--- src/design/ptmg_pkg.sv ---
// ----------------------------------------------------------------------------
// ptmg_pkg
// Shared constants, register indexes and the exp2 table generator for the
// pixel tone map and gamma pipeline.
// ----------------------------------------------------------------------------
package ptmg_pkg;

    localparam int CHAN_BITS     = 24;
    localparam int CFG_IDX_BITS  = 8;
    localparam int CFG_DATA_BITS = 16;
    localparam int GAMMA_BITS    = 16;
    localparam int ROWS_BITS     = 13;
    localparam int LOG_STEPS     = 16;
    localparam int EXP_STEPS     = 16;
    localparam int GAMMA_STAGES  = 2 + LOG_STEPS + 2 + EXP_STEPS + 1;

    typedef logic [CFG_IDX_BITS-1:0] t_cfg_idx;

    localparam t_cfg_idx CFG_SHOW_OOG    = t_cfg_idx'(0);
    localparam t_cfg_idx CFG_APPLY_GAMMA = t_cfg_idx'(1);
    localparam t_cfg_idx CFG_INV_GAMMA   = t_cfg_idx'(2);
    localparam t_cfg_idx CFG_FRAME_ROWS  = t_cfg_idx'(3);

    localparam logic [GAMMA_BITS-1:0] INV_GAMMA_RST  = 16'd4096;
    localparam logic [ROWS_BITS-1:0]  FRAME_ROWS_RST = 13'd400;

    function automatic logic [63:0] f_isqrt(input logic [63:0] v);
        logic [63:0] rem;
        logic [63:0] res;
        logic [63:0] b;
        rem = v;
        res = '0;
        b   = 64'd1 << 62;
        for (int s = 0; s < 32; s++) begin
            if (rem >= res + b) begin
                rem = rem - (res + b);
                res = (res >> 1) + b;
            end else begin
                res = res >> 1;
            end
            b = b >> 2;
        end
        return res;
    endfunction

    // Q0.32 factor 2^(-2^(idx-16)), built by repeated square roots
    function automatic logic [31:0] f_exp_entry(input int idx);
        logic [63:0] t;
        t = f_isqrt(64'd1 << 63);
        for (int j = EXP_STEPS - 2; j >= 0; j--) begin
            if (j >= idx) begin
                t = f_isqrt(t << 32);
            end
        end
        return t[31:0];
    endfunction

endpackage

--- src/design/ptmg_norm_div.sv ---
// ----------------------------------------------------------------------------
// ptmg_norm_div
// Pipelined restoring divider: scales one channel by 1.0 / max, one quotient
// bit per stage; passes the channel through when no scaling is needed.
// ----------------------------------------------------------------------------
module ptmg_norm_div #(
    parameter int COLOR_FRAC_BITS = 16,
    localparam int OW = COLOR_FRAC_BITS + 1,
    localparam int XW = (OW > ptmg_pkg::CHAN_BITS) ? OW : ptmg_pkg::CHAN_BITS
) (
    input  logic          i_clk,
    input  logic [XW-1:0] i_c,
    input  logic [XW-1:0] i_mx,
    input  logic          i_norm,
    output logic [OW-1:0] o_q
);

    localparam int RW = XW + 1;

    logic [RW-1:0] r_r  [0:OW-2];
    logic [XW-1:0] r_mx [0:OW-2];
    logic [OW-1:0] r_q  [0:OW-1];
    logic [XW-1:0] r_c  [0:OW-1];
    logic          r_nm [0:OW-1];

    for (genvar j = 0; j < OW; j++) begin : g_step
        logic [RW-1:0] w_r;
        logic [XW-1:0] w_mx;
        logic          w_ge;

        if (j == 0) begin : g_first
            assign w_r  = RW'(i_c);
            assign w_mx = i_mx;
            always_ff @(posedge i_clk) begin
                r_q[0]  <= OW'(w_ge);
                r_c[0]  <= i_c;
                r_nm[0] <= i_norm;
            end
        end else begin : g_next
            assign w_r  = {r_r[j-1][RW-2:0], 1'b0};
            assign w_mx = r_mx[j-1];
            always_ff @(posedge i_clk) begin
                r_q[j]  <= {r_q[j-1][OW-2:0], w_ge};
                r_c[j]  <= r_c[j-1];
                r_nm[j] <= r_nm[j-1];
            end
        end

        assign w_ge = w_r >= RW'(w_mx);

        if (j < OW - 1) begin : g_rem
            always_ff @(posedge i_clk) begin
                r_r[j]  <= w_ge ? (w_r - RW'(w_mx)) : w_r;
                r_mx[j] <= w_mx;
            end
        end
    end

    assign o_q = r_nm[OW-1] ? r_q[OW-1] : OW'(r_c[OW-1]);

endmodule

--- config.mk ---
export PLATFORM = sky130hd
export DESIGN_NAME = ptmg_norm_div
export DESIGN_NICKNAME = d
export VERILOG_FILES = /design/src/design/ptmg_pkg.sv /design/src/design/ptmg_norm_div.sv
export SDC_FILE = /design/constraint.sdc
export NUM_CORES = 2
export LEC_CHECK = 0
export ABC_AREA = 0
export BUFFER_PORTS_ARGS = -buffer_cell sky130_fd_sc_hd__clkbuf_2
export CAP_MARGIN = 10
export CORE_MARGIN = 2
export CORE_UTILIZATION = 66
export CTS_BUF_LIST = sky130_fd_sc_hd__clkbuf_8
export DETAILED_ROUTE_END_ITERATION = 8
export GPL_TIMING_DRIVEN = 0
export PLACE_DENSITY = 0.92
export SYNTH_ARGS = -nofsm -noshare
export SYNTH_HDL_FRONTEND = slang
export SYNTH_SLANG_ARGS = --single-unit
export TNS_END_PERCENT = 10
--- constraint.sdc ---
create_clock -name i_clk -period 6.7 [get_ports i_clk]
set_input_delay 0.335 -clock i_clk [delete_from_list [all_inputs] [get_ports i_clk]]
set_output_delay 0.335 -clock i_clk [all_outputs]
set_load 0.005 [all_outputs]
---- Yosys cells after proc, flatten, opt, wreduce, memory -nomap -nowiden ----
Memory sizes are Yosys's and may differ from the RTL's.
Index checks and enable logic that the tools add are counted.
cells by class
  add/sub/neg operators ................... 16
  multiply operators ...................... 0
  divide/modulo/power cells ............... 0
  order comparisons ....................... 17
  equal/unequal tests ..................... 0
  shifts and indexed selects .............. 0
  mux-type cells .......................... 17
  bitwise operators ....................... 0
  reduce and logical (&&, ||, !) cells .... 0
operator list
  cell              number
  $ge A25 B24 Y1    16
  $mux W25          16
  $sub A25 B24 Y25  15
  $sub A24 B24 Y25  1
  $ge A24 B24 Y1    1
  $mux W17          1
storage, ports and cells
  register bits after elaboration ......... 0
  bits in latches ......................... 0
  RAM bits ................................ 1498
  memory bits (read-only) ................. 0
  bits of input ports ..................... 50
  output and inout bits ................... 17
  word-level logic and storage cells ...... 55
  memories kept ........................... 5
memory list
  name  depth  bits a word  read ports  clocked after Yosys merged registers in  write ports  RTL line             source
  r_c   17     24           17          0                                        17           ptmg_norm_div.sv:23  logic [XW-1:0] r_c [0:OW-1];
  r_r   16     25           16          0                                        16           ptmg_norm_div.sv:20  logic [RW-1:0] r_r [0:OW-2];
  r_mx  16     24           16          0                                        16           ptmg_norm_div.sv:21  logic [XW-1:0] r_mx [0:OW-2];
  r_q   17     17           17          0                                        17           ptmg_norm_div.sv:22  logic [OW-1:0] r_q [0:OW-1];
  r_nm  17     1            17          0                                        17           ptmg_norm_div.sv:24  logic r_nm [0:OW-1];

---- Logic depth before layout (Yosys ltp) ----
An unclocked memory read counts as a cell.
  word-level depth ........................ 3
  gate-level depth with buffers ........... 15

---- Least setup slack after synthesis ----
OpenSTA, ideal clock, no wires.
  path type ............................... reg-to-reg
  start point ............................. mem r_mx[1][1] (netlist bit)
  end point ............................... mem r_r[1][32] (netlist bit)
  library setup time ...................... 121 ps
  arrival time ............................ 2935 ps
  data required time ...................... 6579 ps
  path slack .............................. 3644 ps
  stages on the path, launching flop included .. 14
  path buffers ............................ 1
  cell sequence ........................... dfxtp_1 -> inv_1 -> ha_1 -> nor2b_1 -> o21ai_1 -> o22ai_1 -> o21a_4 -> o21ai_2 -> o21ai_2 -> a311oi_2 -> o211ai_2 -> a211oi_4 -> buf_6 -> mux2_4
RTL lines
  element             RTL line
  start: declaration  ptmg_norm_div.sv:21
  end: declaration    ptmg_norm_div.sv:20

==> results.txt <==
status = complete, but fails checks
failing checks = design-rule violations
register area share after synthesis = 49.9%
nets@finish = 5690
hold_buf cts = 49
via-per-instance ratio = 6.19
Worst Tran Pin Value = 1350 ps
total grt overflow = 0
sequential fraction of design power = 32.9%
vias in the first global route = 40414
stages on the worst setup path = 13
layout cell share with drive strength beyond 1 = 11.3%
R2R depth = 13
Yosys warnings = 0
root buf cell = clkbuf_8
cells along the critical path = inv_1, ha_1, nor2b_1, o31ai_1, a21oi_1, a21oi_1, nor3b_1, o21ai_1, a211oi_2, nor2_1, buf_2, buf_2, a21oi_1
clock network power share = 20.8%
max incr delay on CP = 920 ps
TritonCTS clock tree = done
min-delay worst type = in -> reg
largest net degree at the start of global routing = 19
# IOs = 67
post-synthesis async set-or-reset flop share = 0%
cell area after synthesis = 0.0493 mm^2
Die ar. = 0.0768 mm^2
post-route setup slack = 1040 ps
Slowest cell on crit path = o31ai_1
WL per Instance = 22.1 um
final setup violation count = 0
unrepaired setup endpoints after global routing = no
hold depth = 2
Netlist cell types = 97
Hold EP = r_nm[0][0]$_DFF_P_
Reg-to-Reg Start = r_mx[1][25]$_DFF_P_
Tcrit/Tclk final = 84.5%
Max Slew Vio Count = 0
Final Hold Fails = 0
CTS clk-pin slew, worst paths = 70 ps
CTS Buf Count = 181
latest clock arrival within the worst-skew pair = 900 ps
CP endpoint kind = flop
internal power = 0.0189 W
TNS Setup = 0 ps
Area Growth Syn to Fin = 12.4%
switching part of the total = 40.4%
DRT Pass-1 Iters = 9
Die W = 277 um
post_cts resized = 0
CTS Sinks = 1227
number of flops mapped to enable cells by yosys = 0
FF-to-FF End = r_r[1][51]$_DFF_P_
clk buf depth = 3
dpl ws = 2460 ps
FF+latch count, synth = 1227
cell leakage power = 25.9 nW
Comb pwr share = 46.3%
Setup Fix Bufs, Post-CTS = 0
via count = 39235
CP Data Required Time = 7380 ps
Routability Congestion = 0.998
CP Launch Type = flop
first-pass GRT wire length = 218000 um
CTS H-tree lvls = 4
Worst EP arrival = 6340 ps
initial DRC count = 4597
Setup crit start = r_mx[1][25]$_DFF_P_
Slew HR = 9.26%
Worst Path Max Fanout = 10
row count = 100
most frequent cells in the layout = dfxtp_1, inv_1, ha_1
critical path class = reg -> reg
final WL = 140000 um
Worst path most repeated cell = a21oi_1
synthesized instance count = 4919
core footprint = 0.0742 mm^2
Main synth FF type = dfxtp_1
quantity of I/O buffers inserted on ports = 66
internal reg-to-reg setup slack = 1040 ps
Syn Area/Cell = 10.0 um^2
hpwl dp = 88300 um
crit path time final = 5660 ps
Worst path top cell family by delay = compound AO/OA/AOI/OAI gates
Die Y = 277 um
initial antenna violation count = 22
post-layout util = 74.6%
Global Route Usage Sum = 36.4%
post-detailed-route count of antenna-violating nets = 0
commonest non-fill, non-tap cell in the layout = dfxtp_1
DRC Markers = 1
power density over the cells = 574 mW/mm^2
syn nets = 5392
Fin Clk Skew = 73.8 ps
Max Cap Viol = 0
maximum VDD drop = 0.000424 V
WP buf/inv = 3
Initial Util = 66.4%
Hold Crit Start = i_norm
fmax = 177 MHz
switching power = 0.0129 W
[power groups by stage]
stage	clock, W	sequential [W]	combinational [W]
floorplan	0	0.00999	0.0105
global placement	0	0.0103	0.0128
detailed placement	0	0.0104	0.0134
CTS	0.00660	0.0104	0.0140
global route	0.00695	0.0105	0.0158
finish	0.00661	0.0105	0.0147
[Yosys cell counts, types with 52 or more instances]
master / n / area share [%]
nor2_1: 285 / 2.2
inv_1: 501 / 3.8
dfxtp_1: 1227 / 50
xor2_1: 128 / 2.3
clkbuf_1: 57 / 0.43
o21a_1: 52 / 0.79
mux2_2: 128 / 2.9
nand4_1: 68 / 0.86
nand2_1: 290 / 2.2
o21ai_0: 285 / 2.9
nand3_1: 63 / 0.64
nor3_1: 57 / 0.58
ha_1: 407 / 10
nor2b_1: 59 / 0.75
xnor2_1: 185 / 3.3
a21o_1: 149 / 2.3
a21oi_1: 400 / 4.1
[flip-flops by register name (all words and copies together) (netlist names)]
name  cells
r_mx    384
r_r     384
r_c     289
r_q     153
r_nm     17
[final cells by class]
cell class / count / area, um^2
Tap cell: 969 / 1210
Antenna cell: 11 / 27.5
Fill cell: 4391 / 18800
Clock buffer: 227 / 3120
Sequential cell: 1227 / 24600
Buffer: 104 / 519
Inverter: 501 / 1880
Clock inverter: 94 / 922
Multi-Input combinational cell: 3087 / 22300
Timing Repair Buffer: 115 / 821
[worst max path at each step]
stage	end	slack, ps
2_1_floorplan	r_r[1][32]$_DFF_P_	3640
3_3_place_gp	r_r[1][136]$_DFF_P_	2650
3_5_place_dp	r_r[1][51]$_DFF_P_	2460
4_1_cts	r_r[1][51]$_DFF_P_	2180
5_1_grt	r_r[1][51]$_DFF_P_	1230
6_report	r_r[1][51]$_DFF_P_	1040
[routing by layer]
layer / part of all wire (%) / global-route usage [%] / routed length [um] / vias to the layer above
met1: 34 / 36.7 / 47000 / 18111
li1: - / - / - / 17494
met3: 10 / 13.3 / 14300 / 1043
met5: 0.11 / 0.438 / 152 / -
met2: 47 / 60.7 / 65900 / 2565
met4: 9.0 / 29.3 / 12600 / 22
[kinds of logic (layout without fill, tap and decap cells)]
kind of cell / after synthesis / after routing / share of synthesized area [%]
flip-flops: 1227 / 1227 / 49.9
AND/OR/NAND/NOR: 1004 / 1004 / 9.68
multiplexers: 176 / 176 / 4.26
adder cells (fa/ha/maj): 423 / 423 / 11.0
other: 0 / 11 / 0
buffers and inverters: 605 / 1041 / 4.87
AO/OA/AOI/OAI: 1171 / 1171 / 14.8
XOR/XNOR: 313 / 313 / 5.57
[worst register-to-register path: stages, from the launching register on]
cell and delay, ps:
dfxtp_1 450, inv_1 120, ha_1 350, nor2b_1 170, o31ai_1 920, a21oi_1 240, a21oi_1 370, nor3b_1 320
o21ai_1 240, a211oi_2 720, nor2_1 130, buf_2 290, buf_2 310, a21oi_1 850
[metrics by stage]
| step | area, um^2 | cells | hold slack [ps] | total power [W] |
|---|---|---|---|---|
| finish | 55400 | 6335 | 114 | 0.0318 |
| global route | 55400 | 6329 | 99.6 | 0.0333 |
| CTS | 55300 | 6324 | 71.2 | 0.0309 |
| detailed placement | 50800 | 5954 | 312 | 0.0239 |
| global placement | 50800 | 5954 | 310 | 0.0231 |
| floorplan | 49300 | 4919 | 310 | 0.0205 |
(Power assumes the default switching activity.)
